===== config.mk =====
export PLATFORM = sky130hd
export DESIGN_NAME = tgi_blend
export DESIGN_NICKNAME = d
export VERILOG_FILES = /design/src/hdl/tgi_pkg.sv /design/src/hdl/tgi_blend.sv
export SDC_FILE = /design/constraint.sdc
export NUM_CORES = 2
export LEC_CHECK = 0
export BUFFER_PORTS_ARGS = -buffer_cell sky130_fd_sc_hd__buf_2
export CORE_MARGIN = 2
export CORE_UTILIZATION = 54
export DETAILED_ROUTE_END_ITERATION = 10
export PLACE_DENSITY = 0.67
export SYNTH_ARGS = -nofsm -noshare
export SYNTH_HDL_FRONTEND = slang
export SYNTH_SLANG_ARGS = --single-unit

===== constraint.sdc =====
create_clock -name clk -period 15.6 [get_ports clk]
set_input_delay 2.34 -clock clk [delete_from_list [all_inputs] [get_ports clk]]
set_output_delay 2.34 -clock clk [all_outputs]
set_load 0.1 [all_outputs]

===== src/hdl/tgi_pkg.sv =====
// Shared constants for the trilinear grid interpolator.
package tgi_pkg;

	localparam int DATA_W    = 32;
	localparam int FRAC_W    = 16;
	localparam int IN_IDX_W  = 4;
	localparam int CNT_REG_W = 5;
	localparam int CFG_IDX_W = 2;
	localparam int KIND_W    = 3;
	localparam int NUM_BANKS = 8;

	localparam logic [CNT_REG_W-1:0] POINTS_RESET = 5'd16;

	localparam logic [KIND_W-1:0] KIND_LOAD_X = 3'd0;
	localparam logic [KIND_W-1:0] KIND_LOAD_Y = 3'd1;
	localparam logic [KIND_W-1:0] KIND_LOAD_Z = 3'd2;
	localparam logic [KIND_W-1:0] KIND_LOAD_F = 3'd3;
	localparam logic [KIND_W-1:0] KIND_QUERY  = 3'd4;

	localparam logic [CFG_IDX_W-1:0] CFG_X_POINTS = 2'd0;
	localparam logic [CFG_IDX_W-1:0] CFG_Y_POINTS = 2'd1;
	localparam logic [CFG_IDX_W-1:0] CFG_Z_POINTS = 2'd2;

endpackage


===== src/hdl/tgi_blend.sv =====
// Two-stage linear blend of two Q16.16 values with a Q0.16 weight, rounded to nearest.
module tgi_blend (
	input  logic                                clk,
	input  logic                                en,
	input  logic signed [tgi_pkg::DATA_W-1:0]   v0,
	input  logic signed [tgi_pkg::DATA_W-1:0]   v1,
	input  logic [tgi_pkg::FRAC_W-1:0]          r,
	output logic signed [tgi_pkg::DATA_W-1:0]   res
);
	import tgi_pkg::*;

	localparam int PW = DATA_W + FRAC_W + 2;
	localparam logic [PW:0] RND = (PW+1)'(1) << (FRAC_W - 1);

	logic [FRAC_W:0] w;
	logic signed [PW-1:0] prod0;
	logic signed [PW-1:0] prod1;
	logic signed [PW-1:0] p0_s1;
	logic signed [PW-1:0] p1_s1;
	logic [PW:0] sum;
	logic signed [DATA_W-1:0] res_s2;

	assign w = {1'b1, {FRAC_W{1'b0}}} - {1'b0, r};
	assign prod0 = v0 * $signed({1'b0, w});
	assign prod1 = v1 * $signed({2'b00, r});

	// A zero weight leaves the upper value out entirely.
	always_ff @(posedge clk) begin
		if (en) begin
			p0_s1 <= prod0;
			p1_s1 <= (r == '0) ? '0 : prod1;
			res_s2 <= sum[FRAC_W +: DATA_W];
		end
	end

	assign sum = (PW+1)'(p0_s1) + (PW+1)'(p1_s1) + RND;
	assign res = res_s2;

endmodule


After elaboration in Yosys (flattened, before gate mapping)
Cells that the tools add are included.

Register bits: 128. Bits of input ports: 82. Output and inout bits: 32.

$add $sub $neg: 3. Multipliers: 2. Reduce and logical (&&, ||, !) cells: 1.

Operators with widths (number): 48-bit by 16-bit adder with 48-bit output, second input constant (1); 48-bit adder (1); 32-bit by 17-bit multiplier with 48-bit output (1); 32-bit by 18-bit multiplier with 48-bit output (1); 17-bit by 16-bit subtractor with 17-bit output, first input constant (1); 16-bit zero test (1).

Depth between registers and ports, before layout
Word-level depth: 2. Depth in mapped cells: 32.

Worst setup path before layout
OpenSTA, ideal clock, no wires.

Path type: in2reg. Start point: input r[5] in the netlist's numbering. End point: register p0_s1[46] (data pin). Setup time: 0.258 ns. Arrival time: 9.116 ns. Required time: 15.342 ns. Slack: 6.226 ns. Stages on the path: 30. Buffers on the path: 3. Path through: clkbuf_1 > nor4_2 > nand2_1 > nor4_1 > xnor2_1 > clkbuf_1 > nand2_1 > fa_1 > inv_1 > fa_1 > inv_1 > fa_1 > inv_1 > fa_1 > fa_1 > inv_1 > fa_1 > inv_1 > ha_1 > buf_4 > a21oi_1 > o21ai_0 > a221o_1 > a41oi_1 > a31oi_1 > a31oi_1 > a21oi_1 > a31o_2 > a21oi_1 > xnor2_1.

Word-level cells in the longest chain between the ends: 2.

Ends and longest elaborated chain: from (decl) (RTL line tgi_blend.sv:7) `input logic [tgi_pkg::FRAC_W-1:0] r,`; 17-bit by 16-bit subtractor with 17-bit output (RTL line tgi_blend.sv:23) `assign w = {1'b1, {FRAC_W{1'b0}}} - {1'b0, r};`; 32-bit by 18-bit multiplier with 48-bit output (RTL line tgi_blend.sv:24) `assign prod0 = v0 * $signed({1'b0, w});`; net prod0[46] (RTL line tgi_blend.sv:16) `logic signed [PW-1:0] prod0;`; to (signal assigned) (RTL line tgi_blend.sv:30) `p0_s1 <= prod0;`; to (decl) (RTL line tgi_blend.sv:18) `logic signed [PW-1:0] p0_s1;`.

The timed path passes the listed nets, and every way through them passes these cells. A chain may end at the register's enable or synchronous reset.

Worst setup path after layout
Same ends and word-level chain as after synthesis.

==> results by group <==
Status
  – Status: finished clean

Floorplan
  – Die width: 286 um
  – Rows: 103
  – Initial Util: 0.544
  – Die Y: roughly 290 um
  – CORE AREA: around 0.079 mm^2
  – IO Count: 114
  – Die area: 0.0818 mm^2

Worst setup path
  – RR Startpoint: p1_s1[12]
  – Max stage delay on crit path: roughly 0.55 ns
  – R2r endpoint: res[18]
  – CP Capture Type: flop
  – Critical Path Source: r[5]
  – Type of element launching the critical path: input port
  – Flop2flop setup slack: 11.58 ns
  – Slowest cell on crit path: nor4_2
  – Crit Path Class: input port to flop
  – Cell mode on critical path: fa_1
  – WP data arrival: 10.46 ns
  – Data required time of the worst path: 15.78 ns
  – Critical Path Fanout Max: 34
  – Worst R2R Path Depth: 12

Final layout
  – Area growth syn-to-layout: 4.60%
  – Net count, final: 5968
  – Most common cell after layout, fill and taps aside: inv_1
  – Layout cells sized above 1: 0.0447
  – Most frequent cells in the layout: inv_1, fa_1, nand2_1

Route
  – Routed wire length: 102000 um
  – Vias/cell: between 5 and 6
  – Initial DRC count: 1733
  – Routed vias: 30300
  – Antenna-violating nets left: 0
  – DRC Markers: 0
  – Drt first pass iters: 6
  – Avg WL per Cell: 18.0 um

Place
  – RePlAce Congestion: around 0.9
  – Dpl ws: roughly 5 ns
  – Number of I/O port buffers: 113
  – DP HPWL: 80400 um

Job
  – Max-Cap Viols: 0

STA
  – Setup-failing EPs final: 0
  – Skew final: 0.0153 ns
  – Worst slew pin tran: 1.06 ns
  – Unrepaired setup endpoints after global routing: no
  – Fin. Hold Viols: 0
  – Setup TNS: 0 ns
  – Fmax: a little under 100 MHz
  – Hold WS: approximately 0.76 ns
  – Slew headroom: 0.293
  – Post-route clock period utilization: 0.659
  – Final WS setup: 5.32 ns
  – Post-layout min period: 10.28 ns
  – Slew Viols, Final: 0

Logic synthesis
  – Register bit total from synthesis: between 100 and 150
  – Leading area contributor after synthesis: fa_1
  – Distinct cells, synth: 75
  – Mapped Area: 0.0429 mm^2
  – Asr flop ratio synth: 0
  – Post-Syn Area per Cell: 9.27 um^2
  – Share of the synthesized area in the top cell type: 0.463
  – Area contributors post-synth: fa_1, inv_1, ha_1
  – Post-Syn Nets: 6022
  – Number of flops mapped to enable cells by yosys: 128
  – Register area share after synthesis: 0.0895
  – Synthesis Warnings: 0
  – Synth Instances: 4628
  – Ys flop type: edfxtp_1

Clocking
  – Clock root buffer: clkbuf_16
  – Num Clock Sinks: 128
  – CTS tree: yes
  – Postcts setup bufs: 0
  – Clock latency on the worst-skew pair: 0.43 ns
  – Clock transition at the registers of the reported paths: about 0.060 ns
  – Post-CTS sizing: 0
  – Clock Tree Buf Depth: 2
  – CTS buffer count: 17
  – Hold_buf cts: 0
  – H-tree depth: 4

GRT
  – Largest net degree at the start of global routing: 75
  – Number of global-route vias before repair: 32700
  – Antenna violations before repair: 3
  – First-pass GRT wire length: between 150000 and 200000 um
  – GRT Resource Usage Total: 0.264
  – Global route total overflow: 0

Min path
  – Hold Path Depth: 2
  – Hold EP: res[31]
  – Hold path start: p1_s1[47]
  – Hold crit path type: flop to flop
-- state kept, by name, indices dropped and copies added, names as in the netlist --
name and cells:
p0_s1 48, p1_s1 48, res 32
-- through the flow --
stage               cells   util  area [um^2]
floorplan            4628      -        42900
global route         5637  0.569        44900
detailed placement   5605  0.562        44300
global placement     5605  0.562        44300
CTS                  5637  0.569        44900
finish               5638  0.569        44900
-- layer usage --
layer | share of wire | routed length (um) | up-vias | global-route usage
li1 | - | - | 13600 | -
met1 | 0.43 | 43400 | 15800 | 0.363
met2 | 0.50 | 50600 | 858 | 0.456
met3 | 0.056 | 5730 | 133 | 0.0285
met4 | 0.019 | 1920 | 2 | 0.0539
met5 | 0.00012 | 12 | - | 0
-- area by class of cell --
cell class                      instances  area [um^2]
Fill cell                            7095        34000
Tap cell                             1050         1310
Multi-Input combinational cell       3184        34300
Timing Repair Buffer                  136          741
Antenna cell                            1         2.50
Sequential cell                       128         3840
Clock buffer                           20          437
Inverter                             1107         4160
Clock inverter                         12          119
-- critical path: cells and delay by family --
kind | cells | cell delay [ns]
xor+xnor | 2 | 0.48
simple gates | 4 | 1.56
buf+inv | 6 | 0.57
fa+ha+maj | 7 | 3.26
compound gates | 9 | 2.24
-- kinds of logic (layout without fill, tap and decap cells) --
| group | count (synthesis) | after routing | share of synthesized area |
|---|---|---|---|
| compound gates | 361 | 361 | 0.0565 |
| xor+xnor | 143 | 143 | 0.0292 |
| fa+ha+maj | 1312 | 1312 | 0.556 |
| buf+inv | 1316 | 1275 | 0.115 |
| flops | 128 | 128 | 0.0895 |
| mux | 1 | 1 | 0.000262 |
| other cells | 0 | 1 | 0 |
| simple gates | 1367 | 1367 | 0.153 |
-- synth_stat cells, types with 3 or more instances --
library cell,n
a211oi_1,8
a21o_1,74
a21oi_1,116
a221o_1,3
a31oi_1,13
and2_1,450
and3_1,8
and4_1,3
buf_1,7
clkbuf_1,198
edfxtp_1,128
fa_1,993
ha_1,319
inv_1,1107
nand2_1,677
nand2b_1,6
nand3_1,27
nand4_1,19
nor2_1,99
nor2b_1,23
nor3_1,28
nor4_1,5
o2111ai_1,4
o211ai_1,8
o21a_1,13
o21ai_0,57
o21bai_1,13
o31a_1,5
o31ai_1,6
or2_2,5
or3_1,5
or4_1,3
xnor2_1,92
xor2_1,51
-- worst max-delay path by stage --
stage / slack (ns) / to / cells after the start
final: 5.32 / p0_s1[46] / 28
after global routing: 4.77 / p0_s1[46] / 28
after CTS: 5.45 / p0_s1[46] / 28
after detailed placement: 5.01 / p0_s1[46] / 28
after global placement: 5.10 / p0_s1[46] / 28
after floorplan: 6.23 / p0_s1[46] / 30
Power is not shown: default switching activity piles up to over one toggle a cycle in this logic, so the estimate is an artifact.
