--- src/hdl/tgi_pkg.sv ---
// Shared constants for the trilinear grid interpolator.
package tgi_pkg;

	localparam int DATA_W    = 32;
	localparam int FRAC_W    = 16;
	localparam int IN_IDX_W  = 4;
	localparam int CNT_REG_W = 5;
	localparam int CFG_IDX_W = 2;
	localparam int KIND_W    = 3;
	localparam int NUM_BANKS = 8;

	localparam logic [CNT_REG_W-1:0] POINTS_RESET = 5'd16;

	localparam logic [KIND_W-1:0] KIND_LOAD_X = 3'd0;
	localparam logic [KIND_W-1:0] KIND_LOAD_Y = 3'd1;
	localparam logic [KIND_W-1:0] KIND_LOAD_Z = 3'd2;
	localparam logic [KIND_W-1:0] KIND_LOAD_F = 3'd3;
	localparam logic [KIND_W-1:0] KIND_QUERY  = 3'd4;

	localparam logic [CFG_IDX_W-1:0] CFG_X_POINTS = 2'd0;
	localparam logic [CFG_IDX_W-1:0] CFG_Y_POINTS = 2'd1;
	localparam logic [CFG_IDX_W-1:0] CFG_Z_POINTS = 2'd2;

endpackage

--- src/hdl/tgi_divider.sv ---
// Pipelined restoring divider giving a sixteen-bit fraction, one quotient bit per stage.
module tgi_divider (
	input  logic                          clk,
	input  logic                          en,
	input  logic [tgi_pkg::DATA_W-1:0]    num,
	input  logic [tgi_pkg::DATA_W-1:0]    den,
	output logic [tgi_pkg::FRAC_W-1:0]    quo
);
	import tgi_pkg::*;

	logic [DATA_W-1:0] rem_s [FRAC_W];
	logic [DATA_W-1:0] den_s [FRAC_W];
	logic [FRAC_W-1:0] quo_s [FRAC_W];

	for (genvar i = 0; i < FRAC_W; i++) begin : g_step
		logic [DATA_W-1:0] rem_in;
		logic [DATA_W-1:0] den_in;
		logic [FRAC_W-1:0] quo_in;
		logic [DATA_W+1:0] trial;
		logic [DATA_W+1:0] diff;

		if (i == 0) begin : g_first
			assign rem_in = num;
			assign den_in = den;
			assign quo_in = '0;
		end else begin : g_next
			assign rem_in = rem_s[i-1];
			assign den_in = den_s[i-1];
			assign quo_in = quo_s[i-1];
		end

		assign trial = {1'b0, rem_in, 1'b0};
		assign diff = trial - {2'b00, den_in};

		always_ff @(posedge clk) begin
			if (en) begin
				if (!diff[DATA_W+1]) begin
					rem_s[i] <= diff[DATA_W-1:0];
					quo_s[i] <= {quo_in[FRAC_W-2:0], 1'b1};
				end else begin
					rem_s[i] <= trial[DATA_W-1:0];
					quo_s[i] <= {quo_in[FRAC_W-2:0], 1'b0};
				end
				den_s[i] <= den_in;
			end
		end
	end

	assign quo = quo_s[FRAC_W-1];

endmodule

--- config.mk ---
export PLATFORM = sky130hd
export DESIGN_NAME = tgi_divider
export DESIGN_NICKNAME = d
export VERILOG_FILES = /design/src/hdl/tgi_pkg.sv /design/src/hdl/tgi_divider.sv
export SDC_FILE = /design/constraint.sdc
export NUM_CORES = 2
export LEC_CHECK = 0
export ABC_AREA = 1
export BUFFER_PORTS_ARGS = -buffer_cell sky130_fd_sc_hd__clkbuf_2
export CAP_MARGIN = 25
export CORE_MARGIN = 10
export CORE_UTILIZATION = 52
export DETAILED_ROUTE_END_ITERATION = 8
export GPL_TIMING_DRIVEN = 0
export PLACE_DENSITY = 0.67
export SYNTH_ARGS = -nofsm -noshare
export SYNTH_HDL_FRONTEND = slang
export SYNTH_SLANG_ARGS = --single-unit
--- constraint.sdc ---
create_clock -name clk -period 3.83 [get_ports clk]
set_input_delay 0.766 -clock clk [delete_from_list [all_inputs] [get_ports clk]]
set_output_delay 0.766 -clock clk [all_outputs]
set_load 0.02 [all_outputs]
Yosys cells after proc, flatten, opt, wreduce, memory -nomap -nowiden
Memory sizes are Yosys's and may differ from the RTL's.
Index checks and enable logic that the tools add are counted.
Widths: inputs -> output; s select.
{"block": "totals", "reg_bits": 0, "romBits": 0, "latchBits": 0, "n_memories": 3, "out_inout_bits": 16, "input_bits": 66, "elab_cells": 181, "ram_bits": 1280}
{"block": "op_classes", "n_bitwise": 32, "muxes": 130, "n_reduce_logical": 0, "shift": 0, "n_eq_ne": 0, "add_sub_neg": 16, "div_mod_pow": 0, "mul": 0, "n_lt_le_gt_ge": 0}
{"name": "den_s", "words": 16, "width": 32, "read_ports": 15, "rd_clocked_by_memory_dff": 0, "write_ports": 16, "line_no": "tgi_divider.sv:12", "text": "logic [DATA_W-1:0] den_s [FRAC_W];"}
{"name": "rem_s", "words": 16, "width": 32, "read_ports": 15, "rd_clocked_by_memory_dff": 0, "write_ports": 16, "line_no": "tgi_divider.sv:11", "text": "logic [DATA_W-1:0] rem_s [FRAC_W];"}
{"name": "quo_s", "words": 16, "width": 16, "read_ports": 16, "rd_clocked_by_memory_dff": 0, "write_ports": 16, "line_no": "tgi_divider.sv:13", "text": "logic [FRAC_W-1:0] quo_s [FRAC_W];"}
{"operator": "$sub 33x32->34", "count": 16}
{"operator": "$mux 32", "count": 16}
{"operator": "$mux 16", "count": 16}
{"operator": "$mux 1", "count": 98}
{"operator": "$or 1x1->1", "count": 32}

Longest topological paths before layout
An unclocked memory read counts as a cell.
{"block": "depth", "ltp_word": 6, "mapped_depth": 16, "depth_no_buf": 15}

Least setup slack after synthesis
Ideal clock, no wire load.
{"block": "synth_path", "path_type": "input port to flip-flop", "start": "input port en", "end": "memory quo_s[12][0], in the netlist quo_s[1][64] (enable)", "path_stages": 4, "arrival_time_ns": 2.628, "path_buffers": 4, "setup_ns": 0.418, "path_slack_ns": 0.785, "required_ns": 3.412, "path_cell_list": "buf_2 -> buf_4 -> clkbuf_1 -> clkbuf_1"}
{"item": "from (decl)", "line_no": "tgi_divider.sv:4", "text": "input logic en,"}
{"item": "to (decl)", "line_no": "tgi_divider.sv:13"}

==> results.sh <==
export IMPL_synth_edff_count=1094
export IMPL_rsz0062_at_grt="no"
export IMPL_drt_iter0_markers=6739
export IMPL_track_usage_pct=28.96
export IMPL_syn_area_sq_mm=0.07591
export IMPL_yosysUniqueCellTypes=40
export IMPL_synth_compound_area_share_pct=4.508
export IMPL_syn_to_final_growth_pct=9.570
export IMPL_synth_simple_area_share_pct=30.78
export IMPL_grt_max_degree=107
export IMPL_muxShareOfSynthArea_pct=0
export IMPL_relSlewSlack_pct=35.49
export IMPL_min_path_type="input pin to register"
export IMPL_routed_wl_um=240800
export IMPL_cts_max_level=3
export IMPL_dp_slack_ns=-1.271
export IMPL_peakVddDrop_mv=0.4830
export IMPL_cp_max_fo=106
export IMPL_firstDrtPassIters=8
export IMPL_status="completed"
export IMPL_cts_root_buf="clkbuf_16"
export IMPL_power_mw=61.25
export IMPL_yosysSeqAreaShare_pct=43.33
export IMPL_yosysTopAreaCellShare_pct=43.28
export IMPL_clk_pin_slew_ns=0.06
export IMPL_drv_slew=0
export IMPL_synth_adder_area_share_pct=8.572
export IMPL_initial_core_util_pct=52.21
export IMPL_yosysTopAreaCell="edfxtp_1"
export IMPL_hold_viol_final=0
export IMPL_dieArea_sq_mm=0.1617
export IMPL_io_pins=82
export IMPL_yosys_warnings=0
export IMPL_fin_crit_sh_pct=91.65
export IMPL_whs_ns=0.2302
export IMPL_antenna_cells=0
export IMPL_vias_per_cell=5.329
export IMPL_crit_path_end_kind="register"
export IMPL_start_kind="input pin"
export IMPL_synthCells=10150
export IMPL_drive_gt1_share_pct=4.767
export IMPL_cts_tree="done"
export IMPL_tightest_slew_ns=0.9677
export IMPL_wl_per_cell_um=19.44
export IMPL_fin_ws_ns=0.3200
export IMPL_layout_nets=10950
export IMPL_grt_antenna_before_repair=5
export IMPL_grt_first_pass_wirelength_um=364500
export IMPL_cp_arrival_ns=4.11
export IMPL_timing_rr_start="den_s[1][87]"
export IMPL_coreArea_sq_mm=0.1454
export IMPL_grt_pass1_vias=61270
export IMPL_grt_ovfl_total=0
export IMPL_hpwl_um=197800
export IMPL_hold_buffers=0
export IMPL_clkLatencyLatePin_ns=0.79
export IMPL_skew_ns=0.06011
export IMPL_synth_nets=10730
export IMPL_drv_cap=0
export IMPL_vias=66010
export IMPL_synthTopCellsByArea="edfxtp_1 43%, nand2_1 19%, inv_1 8.8%"
export IMPL_power_density_mw_per_mm2=736.4
export IMPL_drc=0
export IMPL_synth_ff_type="edfxtp_1"
export IMPL_synth_seq_cells=1096
export IMPL_die_x_um=402.1
export IMPL_crit_required_ns=4.43
export IMPL_min_period_ns=3.510
export IMPL_postSynthAreaPerCell_sq_um=7.478
export IMPL_synth_top_family_by_area="simple AND/OR/NAND/NOR gates"
export IMPL_hp_start="den[23]"
export IMPL_numPortBuffers=81
export IMPL_rows=140
export IMPL_async_flop_share_pct=0
export IMPL_gp_congestion=0.9984
export IMPL_cellLeakagePower_nw=43.33
export IMPL_cts_path_max_buffers=3
export IMPL_fmax_mhz=284.9
export IMPL_cts_resized=0
export IMPL_antenna_left=0
export IMPL_cts_setup_buffers=0
export IMPL_worstSetupPathType="input pin to register"
export IMPL_startpoint="en"
export IMPL_cts_sinks=1096
export IMPL_setup_violations=0
export IMPL_synth_xor_area_share_pct=2.769
export IMPL_die_h_um=402.1
export IMPL_cts_buffers=117
-- area by class of cell --
class | count | area, sq um
inverter | 1789 | 6715
clock inverter | 92 | 1052
tap | 1917 | 2399
buffer | 150 | 919.6
timing repair buffer | 100 | 834.6
clock buffer | 127 | 2965
fill | 13870 | 62220
sequential | 1096 | 32890
multi-input combinational | 7114 | 35390
-- critical path, stage by stage --
cell and delay [ns]:
clkbuf_8 0.50, buf_16 0.52, buf_4 0.47, buf_2 0.45, inv_1 0.31, a21oi_4 0.41, buf_6 0.23, nand2_1 0.07
nand2_1 0.11
-- path summary, 6_finish.rpt --
kind / cells after the start / slack (ns) / end
worst min-delay path: 1 / 0.23 / den_s[0][23]
worst max register to register: 11 / 0.72 / rem_s[1][96]
worst min register to register: 0 / 0.36 / quo_s[1][59]
worst max-delay path: 9 / 0.32 / rem_s[1][19]
-- state kept, by name, indices dropped and copies added (netlist names) --
signal  cells
den_s     480
quo_s     136
rem_s     480
-- power by group --
part           leakage, nW  switching [mW]  internal, mW
Clock                 1.92            5.09          6.64
Combinational         30.6            20.1          9.74
Sequential            10.8            2.42          17.3
-- cells in the mapped netlist, types with 2 or more instances --
master    instances
nand2_4           5
o21a_1           18
nand3_1         895
fa_1             15
nand3b_1          4
nand4_1          73
clkbuf_1         17
nor4_4           14
buf_2            82
inv_2             2
nand3_2           5
buf_4            39
and2_1           25
dfxtp_1           2
xor2_1          221
a21oi_2           2
nor3_1           67
inv_1          1787
o21bai_1         41
o21ai_0         165
nor2_4            2
edfxtp_1       1094
or2_1             5
ha_1            496
nor3b_1           2
nor2_2            2
a21oi_1         422
nor2_1          699
nand2_2          28
nand2_1        3882
buf_6            12
xnor2_1          19
-- through the flow --
stage               cells  utilization (%)  TNS [ns]  cell area [sq um]
floorplan           10150                -         0              75910
global placement    12150            54.14         -              78710
detailed placement  12170            54.44   -931.87              79160
CTS                 12390            57.20         0              83170
global route        12390            57.20         0              83170
finish              12390            57.20         0              83170
-- kinds of logic (layout without fill, tap and decap cells) --
logic type	Yosys count	count (layout)
and+or+nand+nor	5713	5713
AOI/OAI and AO/OA	650	650
adders and majority gates	511	511
buffers and inverters	1940	2258
xor gates and xnor gates	240	240
DFF	1096	1096
-- routing by layer --
| layer | wire [um] | GRT usage [%] | up-vias | share of wire, % |
|---|---|---|---|---|
| met5 | 10 | 0 | - | 0.0042 |
| met4 | 8206 | 8.739 | 2 | 3.4 |
| met3 | 17210 | 4.148 | 378 | 7.1 |
| met2 | 103000 | 44.18 | 2352 | 43 |
| met1 | 112300 | 42.46 | 30510 | 47 |
| li1 | - | - | 32770 | - |
-- layout by cell type (no fill, tap or decap), types with 6 or more instances in the layout --
master      synthesis  layout
o21ai_0           165     165
nand4_1            73      73
inv_6               0      10
clkinvlp_4          0      12
bufinv_16           0      14
xnor2_1            19      19
buf_2              82      81
clkinv_4            0      11
a21oi_1           422     422
buf_12              0      12
and2_1             25      25
buf_16              0       6
ha_1              496     496
nand2_1          3882    3882
nor3_1             67      67
fa_1               15      15
inv_1            1787    1787
edfxtp_1         1094    1094
nand2_2            28      28
nand3_1           895     895
clkinv_1            0      21
clkbuf_16           0     117
clkbuf_2            0      95
clkbuf_1           17      12
o21a_1             18      18
buf_4              39      39
buf_6              12      12
xor2_1            221     221
o21bai_1           41      41
nor4_4             14      14
clkinv_2            0      15
nor2_1            699     699
No activity file was read; power rests on OpenSTA's default activity.
